==> src/hw/rtl/chtp_ram.sv <==
// chtp_ram: generic single-write, single-read ram with registered read data
// no dependencies
module chtp_ram #(
  parameter int unsigned WIDTH = 8,
  parameter int unsigned DEPTH = 16
) (
  input  logic                     clk,
  input  logic                     we,
  input  logic [$clog2(DEPTH)-1:0] waddr,
  input  logic [WIDTH-1:0]         wdata,
  input  logic [$clog2(DEPTH)-1:0] raddr,
  output logic [WIDTH-1:0]         rdata
);

  logic [WIDTH-1:0] mem [DEPTH];

  always_ff @(posedge clk) begin
    if (we) begin
      mem[waddr] <= wdata;
    end
    rdata <= mem[raddr];
  end

endmodule

==> config.mk <==
export PLATFORM = sky130hd
export DESIGN_NAME = chtp_ram
export DESIGN_NICKNAME = d
export VERILOG_FILES = /design/src/hw/rtl/chtp_ram.sv
export SDC_FILE = /design/constraint.sdc
export NUM_CORES = 1
export LEC_CHECK = 0
export ABC_AREA = 1
export BUFFER_PORTS_ARGS = -buffer_cell sky130_fd_sc_hd__buf_2
export CAP_MARGIN = 20
export CELL_PAD_IN_SITES_DETAIL_PLACEMENT = 1
export CELL_PAD_IN_SITES_GLOBAL_PLACEMENT = 1
export CORE_UTILIZATION = 40
export DETAILED_ROUTE_END_ITERATION = 7
export PLACE_DENSITY_LB_ADDON = 0.1
export REMOVE_ABC_BUFFERS = 1
export SYNTH_ARGS = -nofsm -noshare
export SYNTH_HDL_FRONTEND = slang
export SYNTH_SLANG_ARGS = --single-unit
==> constraint.sdc <==
create_clock -name clk -period 1.1 [get_ports clk]
set_input_delay 0.165 -clock clk [delete_from_list [all_inputs] [get_ports clk]]
set_output_delay 0.165 -clock clk [all_outputs]
set_load 0.02 [all_outputs]
==> results of run 1 <==
==> cell usage after synthesis <==
cell type / instances / share of area, %
nand2_1: 173 / 11
edfxtp_1: 128 / 67
inv_1: 100 / 6.5
nand3_1: 97 / 8.4
nor2_1: 17 / 1.1
buf_2: 13 / 1.1
dfxtp_1: 8 / 2.8
buf_6: 6 / 1.2
buf_4: 4 / 0.52
inv_2: 2 / 0.13
nand3b_1: 2 / 0.26
buf_1: 1 / 0.065
==> logic make-up (layout without fill, tap and decap cells) <==
| family | Yosys count | in the layout | share of synthesized area, % |
|---|---|---|---|
| and+or+nand+nor | 289 | 289 | 21.0 |
| DFF | 136 | 136 | 69.4 |
| buffers and inverters | 126 | 193 | 9.52 |
==> layer usage <==
layer / vias up / share of wire [%] / GRT usage (%)
met5: - / 0 / 0
li1: 1883 / - / -
met2: 47 / 50 / 35.1
met3: 15 / 2.3 / 3.98
met4: 0 / 1.9 / 9.45
met1: 1941 / 46 / 26.9
==> report_power, final <==
group          leakage (nW)  internal, mW  total, mW  switching [mW]
clock                 0.289          3.62       5.62            2.00
sequential             1.22          5.80       5.84          0.0401
combinational          1.50         0.263      0.806           0.542
==> cell type report <==
cell class,instances,area share (%)
Clock inverter,7,1.31
Clock buffer,25,7.33
Tap cell,180,3.27
Multi-Input combinational cell,289,17.6
Timing Repair Buffer,59,6.77
Sequential cell,136,58.2
Inverter,102,5.55
==> per-stage QoR <==
| stage | std cells | setup WS, ns | setup TNS (ns) | utilization, % |
|---|---|---|---|---|
| floorplan | 527 | -0.0455 | -1.32 | - |
| global placement | 766 | -0.124 | -6.93 | 44.9 |
| detailed placement | 766 | -0.186 | -11.80 | 44.9 |
| CTS | 798 | 0.00632 | 0 | 49.3 |
| global route | 798 | 0.00927 | 0 | 49.3 |
| finish | 798 | 0.0334 | 0 | 49.3 |
==> how the worst min path moves through the flow <==
stage	from	end	slack (ns)
after global routing	wdata[6]	mem[1][6]$_DFFE_PP_	0.15
after detailed placement	wdata[4]	mem[7][4]$_DFFE_PP_	0.58
after floorplan	wdata[0]	mem[0][0]$_DFFE_PP_	0.26
after CTS	wdata[4]	mem[7][4]$_DFFE_PP_	0.14
final	wdata[2]	mem[9][2]$_DFFE_PP_	0.14
after global placement	wdata[6]	mem[0][6]$_DFFE_PP_	0.58
==> state kept, by name (all words and copies together) (netlist names) <==
signal,cells
mem,128
rdata,8
==> cells in the final DEF, fill, tap and decap left out <==
cell	Yosys	routed
nand2_1	173	173
edfxtp_1	128	128
inv_1	100	100
nand3_1	97	97
buf_4	4	30
buf_2	13	22
nor2_1	17	17
clkbuf_16	0	17
buf_12	0	6
dfxtp_1	8	6
clkbuf_8	0	5
clkbuf_1	0	3
clkinv_2	0	3
inv_2	2	2
nand3b_1	2	2
clkinvlp_4	0	2
bufinv_16	0	2
buf_6	6	1
dfxtp_4	0	1
dfxtp_2	0	1
==> results.toml, run 1 <==
[placed_design]
placed_area_um2 = 6280
hpwl_mm = 9.48
io_buffers = 25
globalplace.congestion = 0.750

[layout]
nets = 623
design_area_um2 = 6890
syn2layout_area_growth_pct = 19.5
layout-drive-gt1-share_pct = 14.9
regArea_um2 = 4010
n_fill_cell = 1544
num_antenna_cells = 0
multi_input_area_um2 = 1210

[yosys]
synth-seq-area-share_pct = 69.4
netlist_area_um2 = 5770
synth_warnings = 0
syn_inst = 551
synth_cell_types = 12
synth_seq_cells = 136
synth_area_per_cell_um2 = 10.5

[clocking]
cts_buffers = 17
clock-sinks = 136
cts_resized = 6
htreeDepth = 4
clk_latency_ns = 0.42
cts-root-buf = "clkbuf_16"
cts_tree = "done"
clk_pin_slew_ns = 0.06
cts_buffer_depth = 2
hold_buffers = 0
post-cts-setup-buffers = 0

[setup_path]
worstSetupPathDepth = 1
worstSetupPathType = "reg -> out"
crit_slowest_cell = "dfxtp_4"
crit_path_start_kind = "register"
max_stage_delay_ns = 0.36
required_ns = 0.94
worstSetupEndpoint = "rdata[2]"
reg2reg_slack_ns = 0.12
crit_fanout = 1
reg2reg_depth = 6
critPathBufInv = 1
crit_family = "flip-flops"
worstReg2RegEnd = "rdata[5]$_DFF_P_"
worstPathArrival_ns = 0.90
cp-end-kind = "primary output"
r2r-start = "mem[11][5]$_DFFE_PP_"
path_cells = "buf_6"
cp-startpoint = "rdata[2]$_DFF_P_"

[routing]
wl_mm = 14.3
via_per_inst = 4.87
first_iter_violations = 194
drc = 0
vias = 3886
dr.pass1.iters = 4
wl_per_cell_um = 17.9
antenna_left = 0

[sta]
finalSetupViolations = 0
finalClockSkew_ns = 0.00782
whs_ns = 0.143
worstMarginPinSlew_ns = 0.366
final.min_clock_period_ns = 1.07
finalHoldViolCount = 0
rsz0062_at_grt = "no"
slew-limit-headroom_pct = 75.6
fmax_ghz = 0.938
slew_viol_final = 0
min_period_over_period_pct = 97.0

[die]
die_h_um = 122
num_rows = 43
dieWidth_um = 122
initial_core_util_pct = 41.2
dieArea_um2 = 14900
core_area_um2 = 14000
io_pins = 26

[hold_path]
hold_path_depth = 1
worstHoldPathType = "in -> reg"

[global_route]
grt_overflow = 0
grt_pass1_wl_mm = 22.4
grt_usage_pct = 21.2
grt_pass1_vias = 4074
grt_max_degree = 45
antenna_found_initial = 0

[power]
peakVddDrop_mv = 0.868
power_mw = 12.3
cellLeakagePower_nw = 3.01
powerDensity_nw_per_um2 = 1780

[run]
cap_violations = 0

[run_status]
status = "finished, final reports clean"
(Power assumes the default switching activity.)
==> run 2, diff against run 1 <==
- CTS_BUF_LIST: default -> sky130_fd_sc_hd__clkbuf_4 sky130_fd_sc_hd__clkbuf_8 sky130_fd_sc_hd__clkbuf_16
==> run 2 against run 1 <==
Critical path depth unchanged. Maximum frequency increased by 0.28%. Die area is the same. Flip-flop and latch count unchanged. Register-to-register slack about the same. Via count is 0.28% lower. Clock power up 1%. Critical path type unchanged. Utilization increased by 0.081 points.
==> results.toml, run 2 (synthesized netlist as in run 1, its figures left out) <==
[power]
cellLeakagePower_nw = 3.02
powerDensity_nw_per_um2 = 1790
p_seq_share_pct = 47.3
power_mw = 12.3
netSwitchingPower_mw = 2.59
p_sw_share_pct = 20.9
combPwrFrac_pct = 6.5
p_clk_share_pct = 46.2
p_int_mw = 9.76
peakVddDrop_mv = 0.869

[global_route]
antenna_found_initial = 0
grt_pass1_vias = 4061
grt_usage_pct = 21.2
grt_overflow = 0
grt_max_degree = 45
grt_pass1_wl_mm = 22.4

[routing]
via_per_inst = 4.86
vias = 3875
first_iter_violations = 157
wl_per_cell_um = 17.9
dr.pass1.iters = 4
antenna_left = 0
drc = 0
wl_mm = 14.3

[layout]
layout-drive-gt1-share_pct = 15.4
nets = 623
instances_no_fill = 798
largestRegisters = "mem x128, rdata x8"
num_antenna_cells = 0
final_cell_mix = "nand2_1, edfxtp_1, inv_1"
mostFrequentLayoutCell = "nand2_1"
largest_reg_flops = 128
syn2layout_area_growth_pct = 19.7
utilization_pct = 49.4
regMostFlops = "mem"

[run_status]
status = "finished, final reports clean"

[sta]
rsz0062_at_grt = "no"
slew_viol_final = 0
worstMarginPinSlew_ns = 0.368
fmax_ghz = 0.940
finalSetupViolations = 0
finalClockSkew_ns = 0.00761
min_period_over_period_pct = 96.7
final.min_clock_period_ns = 1.06
finalHoldViolCount = 0
tns_ns = 0
slew-limit-headroom_pct = 75.5

[die]
initial_core_util_pct = 41.2
core_area_um2 = 14000
dieArea_um2 = 14900
num_rows = 43
die_h_um = 122
io_pins = 26
dieWidth_um = 122

[hold_path]
holdCritStartpoint = "wdata[2]"
hold_path_depth = 1
worstHoldPathType = "in -> reg"
whs_endpoint = "mem[4][2]$_DFFE_PP_"

[placed_design]
io_buffers = 25
globalplace.congestion = 0.750
hpwl_mm = 9.48
dp.cells = 766

[setup_path]
crit_family = "flip-flops"
worstSetupPathType = "reg -> out"
reg2reg_depth = 6
worstReg2RegEnd = "rdata[5]$_DFF_P_"
max_stage_delay_ns = 0.36
crit_fanout = 1
required_ns = 0.94
reg2reg_slack_ns = 0.12
cp-end-kind = "primary output"
crit_path_start_kind = "register"
path_cells = "buf_6"
crit_slowest_cell = "dfxtp_4"
critPathBufInv = 1
worstPathArrival_ns = 0.90
r2r-start = "mem[11][5]$_DFFE_PP_"

[clocking]
htreeDepth = 4
cts_buffer_depth = 2
cts_buffers = 17
clk_latency_ns = 0.42
clk_pin_slew_ns = 0.06
cts-root-buf = "clkbuf_16"
cts_tree = "done"
clock-sinks = 136

[run]
cap_violations = 0
==> run 2: final cells by class <==
type,instances,area [um2]
tap,180,225
inverter,102,383
fill,1539,7080
sequential,136,4010
clock buffer,25,517
timing repair buffer,59,467
multi-input combinational,289,1210
clock inverter,7,90.1
==> run 2: power by group through the flow <==
stage	Sequential, mW	Combinational (mW)	Clock [mW]
after CTS	5.84	0.817	5.82
after global routing	5.85	0.892	6.00
final	5.84	0.806	5.70
after global placement	5.94	0.782	0
after floorplan	5.97	0.313	0
after detailed placement	5.94	0.803	0
==> run 2: worst max-delay path by stage <==
stage,slack (ns),from,depth (start not counted),endpoint
floorplan,-0.05,raddr[0],6,rdata[2]$_DFF_P_
global placement,-0.12,waddr[1],5,mem[1][1]$_DFFE_PP_
detailed placement,-0.19,waddr[1],5,mem[1][5]$_DFFE_PP_
CTS,0.006,rdata[4]$_DFF_P_,1,rdata[4]
global route,0.01,rdata[5]$_DFF_P_,1,rdata[5]
finish,0.04,rdata[2]$_DFF_P_,1,rdata[2]
==> run 2: stage by stage <==
| step | hold WS [ns] | worst slack, ns | area [um2] |
|---|---|---|---|
| floorplan | 0.264 | -0.0455 | 5600 |
| global placement | 0.576 | -0.124 | 6280 |
| detailed placement | 0.584 | -0.186 | 6280 |
| CTS | 0.139 | 0.00632 | 6900 |
| global route | 0.151 | 0.0104 | 6900 |
| finish | 0.153 | 0.0365 | 6900 |
==> run 2: what timing repair did <==
| action | in CTS | in global routing |
|---|---|---|
| hold buffers | 0 | 0 |
| gates resized for setup | 6 | 1 |
| endpoints found under the setup margin | 2 | 1 |
| setup buffers | 0 | 0 |
==> run 2: metal layers <==
metal / vias to the layer above / share of wire, % / GRT usage (%) / wire [um]
met5: - / 0 / 0 / 0
met4: 0 / 1.8 / 9.22 / 253
met3: 15 / 2.4 / 3.98 / 350
met2: 49 / 50 / 35.2 / 7100
met1: 1930 / 46 / 26.9 / 6600
li1: 1881 / - / - / -
