===== config.mk =====
export PLATFORM = sky130hd
export DESIGN_NAME = chtp_mod
export DESIGN_NICKNAME = d
export VERILOG_FILES = /design/src/hw/rtl/chtp_pkg.sv /design/src/hw/rtl/chtp_mod.sv
export SDC_FILE = /design/constraint.sdc
export NUM_CORES = 1
export LEC_CHECK = 0
export ABC_CLOCK_PERIOD_IN_PS = 12500
export BUFFER_PORTS_ARGS = -buffer_cell sky130_fd_sc_hd__buf_2
export CORE_MARGIN = 3
export CORE_UTILIZATION = 35
export CTS_CLUSTER_DIAMETER = 50
export DETAILED_ROUTE_END_ITERATION = 10
export GPL_TIMING_DRIVEN = 0
export SYNTH_ARGS = -nofsm -noshare
export SYNTH_HDL_FRONTEND = slang
export SYNTH_SLANG_ARGS = --single-unit
export TNS_END_PERCENT = 10

===== constraint.sdc =====
create_clock -name clk -period 12.5 [get_ports clk]
set_clock_uncertainty 0.05 [all_clocks]
set_input_delay 1.25 -clock clk [delete_from_list [all_inputs] [get_ports clk]]
set_output_delay 1.25 -clock clk [all_outputs]
set_load 0.005 [all_outputs]

===== src/hw/rtl/chtp_pkg.sv =====
// chtp_pkg: types and fixed constants of the chained hash table probe counter
// request and result structs, command codes and controller states
// no dependencies
package chtp_pkg;

  localparam int unsigned KEY_W     = 31;
  localparam int unsigned CMD_W     = 2;
  localparam int unsigned IDX_W     = 4;
  localparam int unsigned DIV_W     = 5;
  localparam int unsigned CNT_W     = 4;
  localparam int unsigned COUNT_MAX = 15;
  localparam int unsigned DIVIDEND_W = 32;

  localparam logic [DIV_W-1:0] DIV_RESET = 5'd13;

  localparam logic [CMD_W-1:0] CMD_INSERT = 2'd0;
  localparam logic [CMD_W-1:0] CMD_SEARCH = 2'd1;
  localparam logic [CMD_W-1:0] CMD_QUERY  = 2'd2;

  localparam logic STATUS_DONE = 1'b0;
  localparam logic STATUS_FULL = 1'b1;

  typedef struct packed {
    logic [CMD_W-1:0] cmd;
    logic [KEY_W-1:0] key_value;
    logic [IDX_W-1:0] bucket_index;
  } chtp_in_t;

  typedef struct packed {
    logic             status;
    logic [CNT_W-1:0] probe_count;
  } chtp_out_t;

  typedef enum logic [2:0] {
    ST_CLEAR,
    ST_IDLE,
    ST_DIV,
    ST_LRD,
    ST_LEN,
    ST_SCAN,
    ST_RESP
  } chtp_state_t;

endpackage


===== src/hw/rtl/chtp_mod.sv =====
// chtp_mod: iterative remainder unit, restoring division four bits per cycle
// 32-bit dividend, narrow divisor; uses chtp_pkg
module chtp_mod
  import chtp_pkg::*;
#(
  parameter int unsigned DW = 5
) (
  input  logic                  clk,
  input  logic                  rst_n,
  input  logic                  start,
  input  logic [DIVIDEND_W-1:0] dividend,
  input  logic [DW-1:0]         divisor,
  output logic                  done,
  output logic [DW-1:0]         remainder
);

  localparam int unsigned BITS_PER_STEP = 4;
  localparam int unsigned NUM_STEPS     = DIVIDEND_W / BITS_PER_STEP;
  localparam int unsigned SW            = $clog2(NUM_STEPS);

  logic                  busy_r, busy_nxt;
  logic                  done_r, done_nxt;
  logic [SW-1:0]         step_r, step_nxt;
  logic [DIVIDEND_W-1:0] quo_r, quo_nxt;
  logic [DW-1:0]         rem_r, rem_nxt;
  logic [DW-1:0]         dvs_r, dvs_nxt;
  logic [DW-1:0]         rem_step;

  // four restoring steps on the running remainder
  always_comb begin
    logic [DW:0]   t;
    logic [DW-1:0] r;
    r = rem_r;
    for (int k = 0; k < BITS_PER_STEP; k++) begin
      t = {r, quo_r[DIVIDEND_W-1-k]};
      if (t >= {1'b0, dvs_r}) begin
        t = t - {1'b0, dvs_r};
      end
      r = t[DW-1:0];
    end
    rem_step = r;
  end

  always_comb begin
    busy_nxt = busy_r;
    done_nxt = 1'b0;
    step_nxt = step_r;
    quo_nxt  = quo_r;
    rem_nxt  = rem_r;
    dvs_nxt  = dvs_r;
    if (start) begin
      busy_nxt = 1'b1;
      step_nxt = '0;
      quo_nxt  = dividend;
      rem_nxt  = '0;
      dvs_nxt  = divisor;
    end else if (busy_r) begin
      rem_nxt  = rem_step;
      quo_nxt  = quo_r << BITS_PER_STEP;
      step_nxt = step_r + 1'b1;
      if (step_r == SW'(NUM_STEPS - 1)) begin
        busy_nxt = 1'b0;
        done_nxt = 1'b1;
      end
    end
  end

  always_ff @(posedge clk) begin
    if (!rst_n) begin
      busy_r <= 1'b0;
      done_r <= 1'b0;
      step_r <= '0;
    end else begin
      busy_r <= busy_nxt;
      done_r <= done_nxt;
      step_r <= step_nxt;
    end
    quo_r <= quo_nxt;
    rem_r <= rem_nxt;
    dvs_r <= dvs_nxt;
  end

  assign done      = done_r;
  assign remainder = rem_r;

  a_done_pulse: assert property (@(posedge clk) disable iff (!rst_n)
    done_r |=> !done_r)
    else $error("remainder done held longer than one cycle");

  a_rem_below_divisor: assert property (@(posedge clk) disable iff (!rst_n)
    (done_r && dvs_r != '0) |-> (rem_r < dvs_r))
    else $error("remainder not below divisor");

  a_no_start_while_busy: assert property (@(posedge clk) disable iff (!rst_n)
    busy_r |-> !start)
    else $error("remainder unit restarted while busy");

endmodule


==> run summary, run 1 <==
In the synthesized netlist the dominant register cell turns out to be edfxtp_1. Post-CTS timing repair inserted 0 buffers for setup. At the pin with the least slew margin, the transition time is 0.780 ns. The floorplan step defined a die boundary enclosing 0.00929 mm^2.

Counting instances in the post-synthesis netlist gives the leading cell types as 37 x edfxtp_1, 35 x mux2_2, 22 x ha_1. The total overflow left after global routing is 0. TritonCTS built the clock tree. The distinct cell type count of the synthesized netlist is 44, and the post-cts sizing count is 0. At the later pin of the worst-skew pair, clock insertion delay measures 0.31 ns. Once the floorplan was initialized, standard cells occupied 36.4% of the core.

The logs give 0.124 GHz for the timing-limited maximum frequency and 12.66 ns for the required time at the endpoint of the critical path. Counting along the longest clock path gives a buffer depth of 2. After floorplanning, the core was divided into 32 placement rows. After routing, the total negative slack on setup checks comes to 0 ns. Level count of the clock H-tree: 2. The average size of a mapped cell was 12.3 um^2. The flow ran to the end, and the final reports show no timing, DRC or antenna violations. Entering global routing, the biggest net connects 33 pins. The logs give 112 uV for the worst ir drop on vdd and 4470 um for the total half-perimeter wirelength after legalization and detailed placement.

Of all nets on the critical path, the largest fanout is 8. For the number of global-route vias before repair, the log shows 1999. The die extent in y works out to 96.4 um. During synthesis, Yosys emitted a total of 0 warnings. The worst register-to-register path begins at dvs_r[1]. After clock tree synthesis, the clock-pin slew on the worst setup and hold paths is 0.09 ns. From synthesis to final layout, the design area changed by 15.6%.

The worst setup path is captured at a flop. The synthesized design devotes to its leading area cell type 38.9% of total area. The slowest cell on the critical path was fa_1. The count of flip-flops with a built-in enable after synthesis is 37, and the delay of the slowest critical-path stage is 0.51 ns. The synthesized net count was 299.

The first global-routing pass estimated 9600 um of wire. The final layout contains 351 nets. The final layout contains routed wiring with a total length of 5870 um. The initial antenna violation count is 0. Synthesis produced 233 cells. After clock tree synthesis, the flow added hold-fix buffers numbering 0.

The critical path is of the flop to flop type. Of the cells placed in the final design, the portion with a size suffix greater than 1 is 33.6%. The start point of the worst hold path is step_r[1].

Of all flip-flops after synthesis, the portion carrying an async set or reset was 0%. The most common cell in the synthesized netlist is edfxtp_1. Sorting the synthesized cells by area gives the leading types as edfxtp_1 39%, mux2_2 14%, ha_1 9.6%, dfxtp_1 7.0%, fa_1 2.8%. The final hold violation count was 0. The total number of clock tree sinks came out at 47.

The core region area was 0.00785 mm^2. Counting cells, the worst reg-to-reg path comes to 29. The overall via count from detail_route is 1926. The first routing iteration left 112 violations. The count of maximum capacitance violations was 0; the non-filler instance count after layout was 388.

Setup repair after global routing left no endpoint under its margin. In this run the remaining antenna-violating nets after routing total 0. The total count of max-transition violations in the final report is 0, and the total CTS buffers is 5. The worst flop-to-flop path endpoint was remainder[1].

The placer congestion estimate is 0.790, and the number of cells in the design after placement is 380. The detailed-routing iteration count for the pre-antenna-repair pass is 4. On the final layout, the worst hold slack is 0.471 ns. Setup violations remaining at the end of the flow were counted as 0. 46 I/O pins were placed. The kind of start point of the critical path was a flop.

The repair_antennas step left the layout with diodes totalling 0. Library cell appearing most often on the critical path: a21oi_1. The final cycle utilization of the critical path is 64.4%, and the total standard cell area after synthesis is 0.00286 mm^2. The analysis attributes to cell leakage a power of 1.44 nW. Die extent in x: 96.4 um. In the routed layout, each cell is associated on average with a via count of 4.96. The minimum period implied by the final worst setup slack was 8.05 ns. Global routing consumed, over all layers together, 13.7% of the routing resources.

The average wire per cell in the routed design is 15.1 um, and the power per cell area is 298 mW/mm^2. The slack of the worst reg-to-reg path is 4.45 ns, and the port buffer count is 45. In the routed design, unresolved DRC markers number 0. Headroom to the max-slew limit came out at 47.8%.

The endpoint of the worst hold-timing path was step_r[1]. Share of the yosys chip area belonging to registers: 45.9%. Clock tree root driver cell: clkbuf_8. For the worst setup path, the data arrival time is 8.21 ns. The classification of the worst-slack hold path was flop to flop. The register bit total from synthesis works out to 47.

The number of instances on the worst hold path came out at 2. The synthesized design spends more area on one cell type than any other, namely edfxtp_1.
[routing by layer]
| layer | routed length [um] | vias up | share of wire (%) | GRT usage (%) |
|---|---|---|---|---|
| li1 | - | 968 | - | - |
| met1 | 2670 | 918 | 45 | 17.3 |
| met2 | 2830 | 36 | 48 | 22.9 |
| met3 | 327 | 4 | 5.6 | 4.65 |
| met4 | 43 | 0 | 0.73 | 2.80 |
| met5 | 0 | - | 0 | 0 |
[final cells by class]
class                   count  area [um^2]
fillers                   781         4540
flip-flops and latches     47         1310
plain buffers               6         30.0
clock inverters             3         22.5
well taps                 102          128
clock buffers               5         68.8
repair buffers             45          225
multi-input cells         163         1460
inverters                  17         63.8
[worst max-delay path, delay by kind of cell, from the launching register on]
kind / cells / cell delay [ns]
flip-flops: 1 / 0.47
adder cells (fa/ha/maj): 4 / 1.78
multiplexers: 3 / 1.17
AND/OR/NAND/NOR: 3 / 0.58
AO/OA/AOI/OAI: 17 / 3.50
buffers and inverters: 2 / 0.38
[stage by stage]
stage | setup slack [ns] | utilization, % | power (W) | area [um^2]
2_1_floorplan | 5.38 | - | 0.000760 | 2860
3_3_place_gp | 4.47 | 40.9 | 0.000882 | 3210
3_5_place_dp | 4.48 | 40.9 | 0.000892 | 3210
4_1_cts | 4.43 | 42.1 | 0.000994 | 3300
5_1_grt | 3.88 | 42.1 | 0.00108 | 3310
6_report | 4.45 | 42.1 | 0.000986 | 3310
[sequential cells by signal (all words and copies together), names as in the netlist]
register / count
step_r: 3
done: 1
quo_r: 32
busy_r: 1
dvs_r: 5
remainder: 5
[cell families after synthesis]
logic type	Yosys count	share of synthesized area, %
compound gates	40	11.2
xor+xnor	13	3.98
fa+ha+maj	26	12.4
buf+inv	23	3.28
flops	47	45.9
mux	40	15.7
simple gates	44	7.57
[how the worst max path moves through the flow]
stage | start | to | slack (ns) | depth (start not counted)
after global placement | dvs_r[1] | remainder[1] | 4.47 | 29
after floorplan | dvs_r[1] | remainder[1] | 5.38 | 28
final | dvs_r[1] | remainder[1] | 4.45 | 29
after CTS | dvs_r[1] | remainder[1] | 4.43 | 29
after detailed placement | dvs_r[1] | remainder[1] | 4.48 | 29
after global routing | dvs_r[1] | remainder[1] | 3.88 | 30
[layout by cell type (no fill, tap or decap), drive strengths merged, types with 2 or more instances in the layout]
master  netlist  routed
a311oi        2       2
o22ai         2       2
xnor2         8       8
a211oi        2       2
clkinv        0       2
a41o          4       4
a21o          8       8
nor2         13      13
ha           22      22
buf           4      49
o21a          2       2
nor4b         2       2
fa            4       4
dfxtp        10      10
nor3          2       2
clkbuf        2       7
o22a          2       2
mux2         35      35
inv          17      18
nand2b        2       2
and2          4       4
a21oi        11      11
nand2        12      12
edfxtp       37      37
nand3         3       3
xor2          5       5
mux2i         5       5
nor3b         2       2
[where the power goes]
| part | leakage, nW | switching (W) | total (W) | internal (W) |
|---|---|---|---|---|
| registers | 0.456 | 0.0000105 | 0.000200 | 0.000190 |
| logic | 0.935 | 0.000371 | 0.000690 | 0.000319 |
| clock network | 0.0485 | 0.0000561 | 0.0000963 | 0.0000402 |
No activity file was read; power rests on OpenSTA's default activity.
==> inputs of run 2 (changes only) <==
--- a/config.mk
+++ b/config.mk
@@ -5,7 +5,8 @@
 export SDC_FILE = /design/constraint.sdc
 export NUM_CORES = 1
 export LEC_CHECK = 0
-export ABC_CLOCK_PERIOD_IN_PS = 12500
+export ABC_AREA = 1
+export ABC_CLOCK_PERIOD_IN_PS = 8150
 export BUFFER_PORTS_ARGS = -buffer_cell sky130_fd_sc_hd__buf_2
 export CORE_MARGIN = 3
 export CORE_UTILIZATION = 35
==> constraint.sdc (replaced) <==
create_clock -name clk -period 8.15 [get_ports clk]
set_clock_uncertainty 0.05 [all_clocks]
set_input_delay 0.815 -clock clk [delete_from_list [all_inputs] [get_ports clk]]
set_output_delay 0.815 -clock clk [all_outputs]
set_load 0.005 [all_outputs]
==> run 2 against run 1 <==
  * Utilization is 0.33 points lower
  * Global-route usage is 0.30 points lower
  * Critical endpoint is now remainder[4]
  * Area after synthesis is 6.3% higher
  * Non-clock buffer count is 1 higher
  * Register-to-register slack worse by 2.3 ns
  * Count of clock-buffer cells in the layout is 1 higher
  * Critical path depth is 7 higher
  * Sequential share of layout area is 2.1 points lower
  * Synthesized cell count is 60% higher
  * Die area is 5.9% higher
  * Worst hold slack worse by 0.046 ns
  * Cell area is 5.5% higher
==> run summary, run 2 <==
The combined buffer and inverter count along the critical path is 6 (+4), and the share of async-settable or async-resettable flops after synthesis is 0% (unchanged). Relative to the synthesized area, the layout overhead comes to 14.7%. In the post-synthesis netlist, the biggest area contributors are edfxtp_1 37%, nand2_1 20%, ha_1 9.1%, dfxtp_1 6.6%, inv_1 4.8%. The overall via count from detail_route was 2459 (+28%); the synthesized-area fraction occupied by and/or/nand/nor cells was 32.8% (+25 points). Post-placement setup slack: 2.09 ns (-2.39 ns).

The worst hold path belongs to the class flop to flop. The area of the die was 0.00984 mm^2 (+5.9%); the number of core rows was 33 (+3.1%). The clock transition at the register clock pins on the worst setup and hold paths after CTS works out to 0.09 ns (about the same). The run finished with clean final reports. The distinct cell type count of the synthesized netlist was 26 (-41%). Leaving out fill and tap cells, the most frequent cell in the layout is nand2_1. Initial antenna violation count: 0 (unchanged). The final worst hold slack came out at 0.425 ns (-0.0464 ns). The start point of the worst hold path is step_r[1]. The port buffer count is 45 (unchanged), and the minimum period implied by the final worst setup slack is 6.02 ns (-2.03 ns).

Data arrival time at the worst-slack endpoint: 6.17 ns (-2.04 ns). For the placer congestion estimate, the log shows 0.830 (+5.0%). The number of flip-flops in the largest register was 32 (unchanged); the count of maximum capacitance violations was 0 (unchanged). The library cell with the highest instance count after synthesis is nand2_1.

The initial core utilization is 36.5% (about the same). Among the stages of the critical path, the cell type that occurs most often is nand2_1. The run gives 0.30 ns (about the same) as the worst-skew pair later-pin latency.

The run gives 0 (unchanged) as the warning count from the yosys run. The largest total area in the synthesized netlist belongs to edfxtp_1. Clock tree synthesis selected as its root buffer the cell clkbuf_8. The fraction of the mapped netlist area in adder cells is 11.7% (-0.74 points), and the wire length reported by the detailed router is 6240 um (+6.4%). The overall routing resource usage is 13.4% (-0.30 points), and the share of layout cells above drive strength 1 is 18.1% (-15 points).

The total standard cell area after synthesis was 0.00304 mm^2 (+6.3%). The total number of clock tree sinks is 47 (unchanged), and the number of placed I/O pins is 46 (unchanged). In the layout the commonest cells are 163 x nand2_1, 45 x buf_2, 39 x inv_1, 37 x edfxtp_1, 22 x ha_1.

The required time at the endpoint of the critical path is 8.30 ns (-4.36 ns). The final count of negative-setup-slack endpoints was 0 (unchanged); the detailed-routing iteration count for the pre-antenna-repair pass was 4 (unchanged). The slowest stage of the critical path is the fa_1 cell. The average size of a mapped cell was 8.15 um^2 (-34%).

Count of flip-flops with a built-in enable after synthesis: 37 (unchanged). Post-cts sizing count: 0 (unchanged). Total count of max-transition violations in the final report: 0 (unchanged).

The maximum buffer depth of the clock tree is 2 (unchanged). The die extent in y came out at 99.2 um (+2.9%). The tools report the synthesized net count as 439 (+47%). Setup repair after global routing left no endpoint under its margin.

The tools report the violation count after the first detailed-routing iteration as 113 (+0.89%). The worst flop-to-flop path startpoint is dvs_r[1]. The total half-perimeter wirelength after legalization and detailed placement was 4990 um (+12%). By count the netlist is led by 163 x nand2_1, 39 x inv_1, 37 x edfxtp_1.

STA classifies the critical path endpoint as a flop. The transition at the pin with the smallest max-transition slack came out at 1.26 ns (+0.479 ns). The number of buffers inserted by hold repair at cts was 0 (unchanged); the xor and xnor area share after synthesis was 3.17% (-0.81 points). The setup path with the least slack is of type flop to flop. Timing-limited maximum frequency: 0.166 GHz (+34%). TritonCTS built the clock tree. The number of antenna cells inserted was 0 (unchanged); the die extent in x was 99.2 um (+2.9%).

The final hold violation count is 0 (unchanged), and the average wire per cell in the routed design is 11.8 um (-22%). The top fanout value on the critical path came out at 6 (-2). The accumulated negative setup slack is 0 ns (unchanged), and the wire length of the first global-routing pass is 10900 um (+14%). The tools report the number of filler cells placed in the layout as 879 (+13%).

In this run the worst setup path begins at dvs_r[1]. The logs give 2 (unchanged) for the level count of the clock H-tree and 491 (+40%) for the number of nets in the layout. The top-area cell type share of the netlist area is 36.5% (-2.3 points), and the worst path setup slack after routing is 2.13 ns (-2.32 ns). The multiplexer share of the synthesized area came out at 0% (-16 points).

The slack of the worst reg-to-reg path is 2.13 ns (-2.32 ns), and the count of antenna-violating nets left after detailed routing is 0 (unchanged). The number of setup buffers added after CTS was 0 (unchanged); the share of the yosys chip area belonging to registers was 43.1% (-2.7 points). The number of global-route vias before repair came out at 2434 (+22%).

After synthesis, the largest family of logic cells by area is simple AND/OR/NAND/NOR gates. The total CTS buffers is 5 (unchanged). The run gives 16.0% (-32 points) as the headroom to the max-slew limit. The register ranked first by flip-flop count was quo_r. The complex-gate fraction of the synthesized area was 3.13% (-8.1 points); the delay of the slowest critical-path stage was 0.50 ns (about the same). The run gives 0.00834 mm^2 (+6.3%) as the core region area. The register bit total from synthesis is 47 (unchanged). The final cycle utilization of the critical path was 73.9% (+9.5 points); the total congestion overflow was 0 (unchanged). The number of vias per cell after detailed routing is 4.63 (-6.7%).

The remaining design rule violation count was 0 (unchanged); the pin count of the biggest net entering global routing was 34 (+3.0%). The worst setup path is launched from a flop. In this design, the largest share of critical-path delay is due to simple AND/OR/NAND/NOR gates. For this run, the leading register cell type out of synthesis is edfxtp_1. The number of cells produced by synthesis came out at 373 (+60%).
-- run 2: logic make-up (layout without fill, tap and decap cells) --
kind of cell | after synthesis | in the layout
and+or+nand+nor | 221 | 221
buffers and inverters | 49 | 102
DFF | 47 | 47
adders and majority gates | 26 | 26
AOI/OAI and AO/OA | 19 | 19
xor gates and xnor gates | 11 | 11
-- run 2: metrics by stage --
stage                     utilization, %  instance area (um^2)  std cells
after detailed placement            40.7                  3400        523
final                               41.8                  3490        531
after global routing                41.8                  3490        531
after global placement              40.7                  3400        523
after CTS                           41.8                  3490        531
after floorplan                        -                  3040        373
-- run 2: final cells by class --
cell class / instances / area, um^2 / share of cell area, %
well taps: 105 / 131 / 3.77
clock inverters: 2 / 16.3 / 0.467
inverters: 42 / 158 / 4.52
clock buffers: 6 / 72.6 / 2.08
flip-flops and latches: 47 / 1310 / 37.6
repair buffers: 45 / 225 / 6.46
plain buffers: 7 / 26.3 / 0.754
multi-input cells: 277 / 1550 / 44.3
-- run 2: per-layer routing --
| layer | vias up | track usage, % | part of all wire (%) |
|---|---|---|---|
| li1 | 1302 | - | - |
| met1 | 1098 | 16.6 | 46 |
| met2 | 51 | 24.0 | 49 |
| met3 | 8 | 2.45 | 4.2 |
| met4 | 0 | 3.57 | 1.3 |
| met5 | - | 0 | 0 |
-- run 2: worst min-delay path, delay by kind of cell (launching register included) --
kind	cells	cell delay (ns)
AND/OR/NAND/NOR	1	0.06
flip-flops	1	0.32
AO/OA/AOI/OAI	1	0.05
-- run 2: final timing paths --
check,end,cells after the start
hold reg to reg,step_r[1],2
setup reg to reg,remainder[4],36
setup / recovery,remainder[4],36
hold / removal,step_r[1],2
Power of run 2 is not shown: default switching activity piles up to over one toggle a cycle in this logic, so the estimate is an artifact.
